[config.mk]
export PLATFORM = sky130hd
export DESIGN_NAME = hcmb_front
export DESIGN_NICKNAME = d
export VERILOG_FILES = /design/src/hdl/hcmb_pkg.sv /design/src/hdl/hcmb_front.sv
export SDC_FILE = /design/constraint.sdc
export NUM_CORES = 1
export LEC_CHECK = 0
export ABC_AREA = 1
export BUFFER_PORTS_ARGS = -buffer_cell sky130_fd_sc_hd__buf_2
export CELL_PAD_IN_SITES_DETAIL_PLACEMENT = 0
export CELL_PAD_IN_SITES_GLOBAL_PLACEMENT = 1
export CORE_MARGIN = 1.5
export CORE_UTILIZATION = 28
export CTS_BUF_LIST = sky130_fd_sc_hd__clkbuf_4
export DETAILED_ROUTE_END_ITERATION = 6
export GPL_ROUTABILITY_DRIVEN = 0
export PLACE_DENSITY_LB_ADDON = 0.3
export RECOVER_POWER = 25
export REMOVE_ABC_BUFFERS = 1
export SYNTH_ARGS = -nofsm -noshare
export SYNTH_HDL_FRONTEND = slang
export SYNTH_SLANG_ARGS = --single-unit
[constraint.sdc]
create_clock -name clk -period 6.6 [get_ports clk]
set_input_delay 1.32 -clock clk [delete_from_list [all_inputs] [get_ports clk]]
set_output_delay 1.32 -clock clk [all_outputs]
set_load 0.01 [all_outputs]
[src/hdl/hcmb_pkg.sv]
`default_nettype none
package hcmb_pkg;

  typedef enum logic [1:0] {
    REQ_READ  = 2'd0,
    REQ_WRITE = 2'd1,
    REQ_FRAME = 2'd2,
    REQ_IRQ   = 2'd3
  } req_t;

  typedef enum logic [3:0] {
    OP_CART_RD,
    OP_CART_WR,
    OP_RD,
    OP_WR,
    OP_WR_ECHO,
    OP_NOP,
    OP_FRAME,
    OP_IRQ,
    OP_DIV,
    OP_JOY_WR,
    OP_DMA,
    OP_DMA_CART
  } op_t;

  typedef struct packed {
    op_t         op;
    logic [15:0] addr;
    logic [7:0]  wdata;
    logic [3:0]  keys_hi;
    logic [3:0]  keys_lo;
  } cmd_t;

  localparam logic [15:0] JOYP_ADDR = 16'hff00;
  localparam logic [15:0] DIV_ADDR  = 16'hff04;
  localparam logic [15:0] IF_ADDR   = 16'hff0f;
  localparam logic [15:0] LY_ADDR   = 16'hff44;
  localparam logic [15:0] DMA_ADDR  = 16'hff46;
  localparam logic [15:0] OAM_BASE  = 16'hfe00;
  localparam logic [15:0] OAM_LAST  = 16'hfe9f;
  localparam logic [15:0] ECHO_OFS  = 16'h2000;
  localparam logic [15:0] ECHO_LAST = 16'hddff;
  localparam logic [15:0] ECHO_HI   = 16'hfdff;
  localparam logic [14:0] IO_FIRST  = 15'h7f10;
  localparam int unsigned IO_COUNT  = 58;

  function automatic logic is_cart(input logic [15:0] a);
    return (a[15:13] <= 3'd3) || (a[15:13] == 3'd5);
  endfunction

  function automatic logic [7:0] io_init(input logic [5:0] i);
    logic [7:0] v;
    v = 8'h00;
    unique case (i)
      6'h00: v = 8'h80; 6'h01: v = 8'hbf; 6'h02: v = 8'hf3; 6'h04: v = 8'hbf;
      6'h06: v = 8'h3f; 6'h09: v = 8'hbf; 6'h0a: v = 8'h7f; 6'h0b: v = 8'hff;
      6'h0c: v = 8'h9f; 6'h0d: v = 8'hbf; 6'h0e: v = 8'hbf; 6'h10: v = 8'hff;
      6'h13: v = 8'hbf; 6'h14: v = 8'h77; 6'h15: v = 8'hf3; 6'h16: v = 8'hf1;
      6'h30: v = 8'h91; 6'h37: v = 8'hfc; 6'h38: v = 8'hff; 6'h39: v = 8'hff;
      default: v = 8'h00;
    endcase
    return v;
  endfunction

endpackage
`default_nettype wire

[src/hdl/hcmb_front.sv]
`default_nettype none
module hcmb_front (
  input  wire logic          clk,
  input  wire logic          rst_n,
  input  wire logic          in_valid,
  output logic               in_ready,
  input  wire logic [1:0]    in_req_type,
  input  wire logic [15:0]   in_addr,
  input  wire logic [7:0]    in_wdata,
  input  wire logic          in_vram_open,
  input  wire logic          in_oam_open,
  input  wire logic [3:0]    in_keys_sel_hi,
  input  wire logic [3:0]    in_keys_sel_lo,
  output logic               q_valid,
  output hcmb_pkg::cmd_t     q_cmd,
  input  wire logic          q_pop
);
  hcmb_pkg::cmd_t cmd;
  hcmb_pkg::cmd_t buf_r [2];
  logic [1:0] cnt_r;
  logic rd_r, wr_r;
  logic push, pop;

  always_comb begin
    cmd.addr = in_addr;
    cmd.wdata = in_wdata;
    cmd.keys_hi = in_keys_sel_hi;
    cmd.keys_lo = in_keys_sel_lo;
    cmd.op = hcmb_pkg::OP_NOP;
    unique case (hcmb_pkg::req_t'(in_req_type))
      hcmb_pkg::REQ_READ:
        cmd.op = hcmb_pkg::is_cart(in_addr) ? hcmb_pkg::OP_CART_RD : hcmb_pkg::OP_RD;
      hcmb_pkg::REQ_FRAME: cmd.op = hcmb_pkg::OP_FRAME;
      hcmb_pkg::REQ_IRQ: begin
        cmd.op = hcmb_pkg::OP_IRQ;
        cmd.addr = hcmb_pkg::IF_ADDR;
      end
      default: begin
        priority if (in_addr[15:12] <= 4'd7 || in_addr[15:13] == 3'd5) begin
          cmd.op = hcmb_pkg::OP_CART_WR;
        end else if (in_addr[15:13] == 3'd4) begin
          cmd.op = in_vram_open ? hcmb_pkg::OP_WR : hcmb_pkg::OP_NOP;
        end else if (in_addr[15:13] == 3'd6) begin
          cmd.op = (in_addr <= hcmb_pkg::ECHO_LAST) ? hcmb_pkg::OP_WR_ECHO : hcmb_pkg::OP_WR;
        end else if (in_addr <= hcmb_pkg::ECHO_HI) begin
          cmd.op = hcmb_pkg::OP_WR_ECHO;
        end else if (in_addr <= hcmb_pkg::OAM_LAST) begin
          cmd.op = in_oam_open ? hcmb_pkg::OP_WR : hcmb_pkg::OP_NOP;
        end else if (in_addr == hcmb_pkg::JOYP_ADDR) begin
          cmd.op = hcmb_pkg::OP_JOY_WR;
        end else if (in_addr == hcmb_pkg::DIV_ADDR) begin
          cmd.op = hcmb_pkg::OP_DIV;
        end else if (in_addr == hcmb_pkg::IF_ADDR) begin
          cmd.op = hcmb_pkg::OP_IRQ;
        end else if (in_addr == hcmb_pkg::LY_ADDR) begin
          cmd.op = hcmb_pkg::OP_NOP;
        end else if (in_addr == hcmb_pkg::DMA_ADDR) begin
          if (!in_oam_open) begin
            cmd.op = hcmb_pkg::OP_NOP;
          end else if (hcmb_pkg::is_cart({in_wdata, 8'h00})) begin
            cmd.op = hcmb_pkg::OP_DMA_CART;
          end else begin
            cmd.op = hcmb_pkg::OP_DMA;
          end
        end else begin
          cmd.op = hcmb_pkg::OP_WR;
        end
      end
    endcase
  end

  assign in_ready = (cnt_r != 2'd2);
  assign push = in_valid && in_ready;
  assign pop = q_pop && q_valid;
  assign q_valid = (cnt_r != 2'd0);
  assign q_cmd = buf_r[rd_r];

  always_ff @(posedge clk) begin
    if (!rst_n) begin
      cnt_r <= 2'd0;
      rd_r <= 1'b0;
      wr_r <= 1'b0;
    end else begin
      if (push) begin
        buf_r[wr_r] <= cmd;
        wr_r <= ~wr_r;
      end
      if (pop) begin
        rd_r <= ~rd_r;
      end
      cnt_r <= cnt_r + {1'b0, push} - {1'b0, pop};
    end
  end
endmodule
`default_nettype wire

# [After elaboration in Yosys (flattened, before gate mapping)]
# Memory sizes are Yosys's and may differ from the RTL's. A register that Yosys moved wholly into a read port is not among the register bits.
# Cells that the tools add are included.
[classes] eq_ne=12 muxes=23 mul=0 order_cmp=6 reduce_logical=7 div=0 n_shift=0 n_addsub=2 bitwise=2
[ops] operator="16-bit equality test (second input constant)" n=5
[ops] operator="16-bit less-or-equal comparator (second input constant)" n=3
[ops] operator="4-bit two-way mux" n=11
[ops] operator="16-bit two-way mux" n=1
[ops] operator="3-bit equality test (second input constant)" n=4
[ops] operator="4-bit case mux with 3 select lines" n=1
[ops] operator="3-bit two-way mux" n=3
[ops] operator="3-bit by 2-bit less-or-equal comparator with 1-bit output (second input constant)" n=2
[ops] operator="1-bit two-way mux" n=6
[ops] operator="2-bit equality test (second input constant)" n=2
[ops] operator="4-bit by 3-bit less-or-equal comparator with 1-bit output (second input constant)" n=1
[ops] operator="1-bit logical OR" n=3
[ops] operator="2-bit by 1-bit adder with 2-bit output" n=1
[ops] operator="1-bit logical AND" n=2
[ops] operator="2-bit logical NOT" n=1
[ops] operator="2-bit two-way mux" n=1
[ops] operator="2-bit != test (second input constant)" n=1
[ops] operator="1-bit inverter" n=2
[ops] operator="2-bit nonzero test" n=1
[ops] operator="2-bit by 1-bit subtractor with 2-bit output" n=1
[totals] in_bits=40 ram_bits=72 mem_count=1 latch_bits=0 output_inout_bits=38 reg_bits=4 wordCells=56 romBits=0
[mem_list] memory="buf_r" words=2 word_bits=36 read_ports=1 rd_clocked_by_memory_dff=1 wr=1 line_no="hcmb_front.sv:19" source="hcmb_pkg::cmd_t buf_r [2];"

# [Longest topological paths before layout]
# Gate-level depths: netlist (run 1).
[depth] word_depth=15 ltp_mapped=12 ltp_nobuf=12

# [Worst setup path before layout (run 1)]
# Ideal clock, no wire load.
[synth_path] path_type="input-to-reg" startpoint="input in_valid" endpoint="memory buf_r[1][0] (netlist name), enable pin" path_buffers=0 path_stages=2 path_slack_ps=2251 arrival_time_ps=3875 cell_sequence="nand2_1 > nor3_1"
[synth_between] elab_chain_cells=4
[synth_rtl] item="start: declaration" line_no="hcmb_front.sv:5" source="input wire logic in_valid,"
[synth_rtl] item="1-bit logical AND" line_no="hcmb_front.sv:73" source="assign push = in_valid && in_ready;"
[synth_rtl] item="1-bit two-way mux" line_no="hcmb_front.sv:84" source="if (push) begin"
[synth_rtl] item="1-bit two-way mux" line_no="hcmb_front.sv:79" source="if (!rst_n) begin"
[synth_rtl] item="1-bit two-way mux (implied by the code)" line_no="hcmb_front.sv:85" source="buf_r[wr_r] <= cmd;"
[synth_rtl] item="end: declaration" line_no="hcmb_front.sv:19"
# No other way between the ends.

==> impl_metrics.csv, run 1 <==
group,metric,value,unit
run_status,status,"finished clean",
clocking,post-cts-setup-buffers,0,
floorplan,die-area,12500,um^2
finish,nets,381,
route,vias,2094,
clocking,clockRootBuffer,"clkbuf_4",
route,vias_per_cell,4.31,
grt,track_usage,0.112,
sta,min_period_over_period,0.495,
clocking,insertion_delay,0.41,ns
grt,grt_max_degree,37,
floorplan,row_count,39,
synth,synth_seq_cells,77,
sta,rsz0062_at_grt,"false",
pwr,cellPowerDensity,297,nW/um^2
sta,worst_pin_slew,1.11,ns
worst_setup_path,critPathKind,"reg2out",
sta,slew_headroom,0.257,
hold_path,hold_class,"reg2reg",
floorplan,core_region_area,11500,um^2
synth,ys_types,24,
grt,overflow,0,
clocking,post_cts_resized,0,
clocking,clock_sinks,77,
sta,finalSetupTns,0,ns
synth,yosys_warnings,0,
finish,syn_to_final_growth,21.1,%
finish,mostFrequentLayoutCells,"edfxtp_1 (72), buf_2 (64), nand2_1 (41)",
worst_setup_path,cp-end-kind,"output pin",
worst_setup_path,critPathLaunchType,"flop",
finish,drive_gt1_frac,0.394,
route,wl_per_cell,13.6,um
sta,fmax,306,MHz
clocking,path_clk_slew,0.12,ns
sta,slew_viol_final,0,
route,drt_wl_total,6.63,mm
clocking,ctsLongestPathBuffers,2,
sta,hold_viol_final,0,
route,drc,0,
synth,syn_inst,254,
floorplan,io_pins,78,
finish,diodes,0,
synth,synth-seq-area-share,0.683,
job,drv_cap,0,
floorplan,start_util,0.289,
sta,fin_skew,0.00860,ns
floorplan,die_h,112,um
pwr,ir_worst_vdd,90.2,uV
synth,avgSynthCellArea,13.0,um^2
grt,grt_pass1_wl,10.6,mm
sta,finalSetupViolCount,0,
synth,syn_area,3310,um^2
finish,layout_commonest_cell,"edfxtp_1",
route,drt_iter0_drc,119,
worst_setup_path,critPathArrivalTime,1.95,ns
pwr,cellLeakagePower,0.00159,uW
worst_setup_path,cp.required,5.28,ns
place,port_buffers,77,
route,dr.pass1.iters,4,
clocking,numCtsBuffers,9,
floorplan,die_w,112,um
clocking,tritoncts,"yes",
sta,holdWs,0.468,ns
place,hpwl,4.64,mm
route,final_antenna_net_count,0,
worst_setup_path,path_max_fanout,36,
clocking,cts_hold_buf,0,
sta,fin_crit,3.27,ns
clocking,ctsHtreeMaxLevel,3,
grt,antenna_found_initial,0,
grt,grt_pass1_vias,2162,
==> final timing paths <==
kind,cells past startpoint,from,slack (ns),endpoint
worst max-delay path,2,flop,3.33,q_cmd[18]
worst max register to register,4,cnt_r[0],4.70,buf_r[0][8]
worst min register to register,1,rd_r,0.47,flop
worst min-delay path,1,rd_r,0.47,flop
==> per-layer routing <==
metal / wire, um / GRT usage / up-vias
li1: - / - / 1050
met1: 3050 / 0.137 / 990
met2: 3220 / 0.184 / 47
met3: 257 / 0.0207 / 7
met4: 99 / 0.0684 / 0
met5: 0 / 0 / -
==> Yosys cell counts (all sizes together) <==
library cell,n,area share
nor2,23,0.031
nor3,2,0.0030
o21a,1,0.0023
dfxtp,5,0.030
edfxtp,72,0.65
buf,4,0.0060
or2,9,0.017
a21oi,6,0.0091
clkbuf,1,0.0011
nand3,11,0.017
a21boi,1,0.0023
mux2,36,0.12
a31oi,1,0.0019
xnor2,1,0.0026
ha,2,0.0076
nand4,2,0.0038
o21ai,4,0.0060
inv,29,0.033
nand2,44,0.052
==> worst max-delay path, stage by stage (launching register included) <==
cell	delay, ns
dfxtp_2	0.95
mux2_2	0.44
buf_2	0.14
==> where the power goes <==
group / internal, uW / switching (uW)
Sequential: 587 / 37.4
Clock: 149 / 158
Combinational: 127 / 134
==> logic make-up after synthesis <==
| family | share of synthesized area |
|---|---|
| AOI/OAI and AO/OA | 0.0215 |
| xor gates and xnor gates | 0.00264 |
| adders and majority gates | 0.00755 |
| buffers and inverters | 0.0400 |
| DFF | 0.683 |
| muxes | 0.122 |
| and+or+nand+nor | 0.123 |
==> per-stage QoR <==
stage	worst slack [ns]	instance area, um^2	std cells	utilization	total power, uW
floorplan	2.25	3290	249	-	791
global placement	3.73	3880	471	0.339	902
detailed placement	3.70	3880	471	0.339	904
CTS	3.23	4030	486	0.351	1210
global route	3.17	4010	486	0.350	1250
finish	3.33	4010	486	0.350	1190
==> state kept, by name, indices dropped and copies added (netlist names), named ones only <==
| name | flops |
|---|---|
| wr_r | 1 |
| cnt_r | 2 |
| buf_r | 72 |
| rd_r | 1 |
==> layout make-up <==
class	instances	area, um^2
clock buffers	9	67.6
clock inverters	6	78.8
fillers	1154	7450
inverters	29	109
multi-input cells	143	931
flip-flops and latches	77	2260
well taps	143	179
repair buffers	79	384
Power figures use the tool's default switching activity.
==> run 2, diff against run 1 <==
- clock period: 6.6 -> 2.6 ns (I/O delays scaled with it)
==> run 2 against run 1 <==
Net effect:
- flip-flop and latch count is the same
- utilization shrank 0.065 points
- global-route usage grew 0.54 points
- cell count grew 0.82%
- worst hold slack lost 0.17 ns
- first-iteration DRC count shrank 43%
- count of clock-buffer cells in the layout is the same
- critical endpoint is now q_cmd[33]
- register-to-register slack lost 3.7 ns
- routed wire length grew 3.3%
==> impl_metrics.csv, run 2 (synthesis gave the netlist of run 1 again) <==
group,metric,value,unit
job,drv_cap,0,
finish,largest_reg_flops,72,
route,final_antenna_net_count,0,
floorplan,core_region_area,11500,um^2
route,wl_per_cell,14.0,um
sta,finalSetupTns,0,ns
run_status,status,"finished clean",
hold_path,hold_start,"in_wdata[1]",
clocking,ctsHtreeMaxLevel,3,
worst_setup_path,critPathKind,"reg2out",
place,pre_cts_ws,0.739,ns
finish,fillCellCount,1144,
worst_setup_path,path_cells,"buf_12 -> mux2_2 -> buf_2",
clocking,post-cts-setup-buffers,0,
place,port_buffers,77,
worst_setup_path,path_max_fanout,25,
worst_setup_path,r2r-start,"cnt_r[0]",
clocking,cts_hold_buf,0,
finish,drive_gt1_frac,0.399,
worst_setup_path,reg2reg_slack,1.02,ns
worst_setup_path,critPathLaunchType,"flop",
finish,largest_register,"buf_r",
sta,fin_skew,0.0145,ns
grt,grt_pass1_vias,2177,
clocking,clockRootBuffer,"clkbuf_4",
finish,finalNonFillerCells,490,
pwr,cellPowerDensity,710,nW/um^2
route,drt_wl_total,6.85,mm
route,vias,2140,
pwr,finalPower,2840,uW
clocking,insertion_delay,0.40,ns
route,drc,0,
grt,overflow,0,
clocking,tritoncts,"yes",
route,dr.pass1.iters,4,
floorplan,die_h,112,um
hold_path,hold_class,"in2reg",
worst_setup_path,ff2ff_path_depth,9,
sta,slew_headroom,0.728,
route,drt_iter0_drc,68,
sta,slew_viol_final,0,
clocking,ctsLongestPathBuffers,2,
clocking,path_clk_slew,0.12,ns
floorplan,die_w,112,um
grt,grt_max_degree,26,
sta,hold_viol_final,0,
grt,grt_pass1_wl,11.0,mm
floorplan,die-area,12500,um^2
worst_setup_path,critPathArrivalTime,1.72,ns
worst_setup_path,crit_family,"flip-flops",
grt,track_usage,0.117,
hold_path,whs_path_depth,1,
floorplan,start_util,0.289,
worst_setup_path,cp.depth,3,
worst_setup_path,critPathSlowestCell,"dfxtp_2",
place,post-place-cells,474,
worst_setup_path,cp-end-kind,"output pin",
hold_path,holdPathEnd,"buf_r[1][9]",
sta,setup_slack,0.356,ns
finish,largest_registers,"buf_r x72, cnt_r x2",
clocking,numCtsBuffers,9,
sta,fmax,446,MHz
worst_setup_path,cp.buffers_inverters,2,
floorplan,io_pins,78,
worst_setup_path,timing.rr.end,"cnt_r[1]",
worst_setup_path,cpPeakStageDelay,0.56,ns
clocking,post_cts_resized,0,
sta,finalSetupViolCount,0,
finish,syn_to_final_growth,20.9,%
sta,min_period_over_period,0.863,
clocking,clock_sinks,77,
sta,fin_crit,2.24,ns
pwr,cellLeakagePower,0.00158,uW
worst_setup_path,cp.required,2.08,ns
route,vias_per_cell,4.37,
place,hpwl,4.90,mm
sta,rsz0062_at_grt,"false",
grt,antenna_found_initial,1,
pwr,ir_worst_vdd,234,uV
finish,layout_commonest_cell,"edfxtp_1",
finish,mostFrequentLayoutCells,"edfxtp_1 (72), buf_2 (66), nand2_1 (41)",
finish,nets,384,
sta,worst_pin_slew,0.408,ns
floorplan,row_count,39,
==> run 2: cell types whose count changed in the layout (fill, tap and decap cells not counted), sizes merged <==
cell,change
buf,+5
bufinv,-2
clkbuf,-2
clkinvlp,+2
diode,+1
==> run 2: cell type report <==
type	count	area [um^2]	share of cell area
diodes	1	2.50	0.000625
repair buffers	82	422	0.105
inverters	29	109	0.0272
well taps	143	179	0.0447
multi-input cells	143	931	0.232
clock inverters	6	31.3	0.00781
flip-flops and latches	77	2260	0.565
clock buffers	9	67.6	0.0169
==> run 2: metal layers <==
| metal | vias to the layer above | share of wire | track usage |
|---|---|---|---|
| li1 | 1056 | - | - |
| met4 | 0 | 0.015 | 0.0430 |
| met3 | 7 | 0.045 | 0.0365 |
| met5 | - | 0 | 0 |
| met2 | 50 | 0.49 | 0.194 |
| met1 | 1027 | 0.45 | 0.144 |
==> run 2: stage by stage <==
step                       util  area, um^2  hold slack (ns)
final                     0.349        4010            0.294
after global routing      0.349        4010            0.231
after CTS                 0.350        4020            0.243
after detailed placement  0.342        3920            0.444
after global placement    0.342        3920            0.433
after floorplan               -        3290            0.425
==> run 2: power breakdown <==
part	leakage [uW]	switching (uW)	total [uW]	internal, uW
Combinational	0.000826	390	733	343
Sequential	0.000701	53.1	1540	1490
Clock	0.0000503	388	568	180
==> run 2: how the worst max path moves through the flow <==
| stage | endpoint | slack, ns |
|---|---|---|
| floorplan | buf_r[1][0] | -0.95 |
| global placement | buf_r[0][32] | 0.75 |
| detailed placement | buf_r[1][32] | 0.74 |
| CTS | q_cmd[33] | 0.26 |
| global route | q_cmd[33] | 0.22 |
| finish | q_cmd[33] | 0.36 |
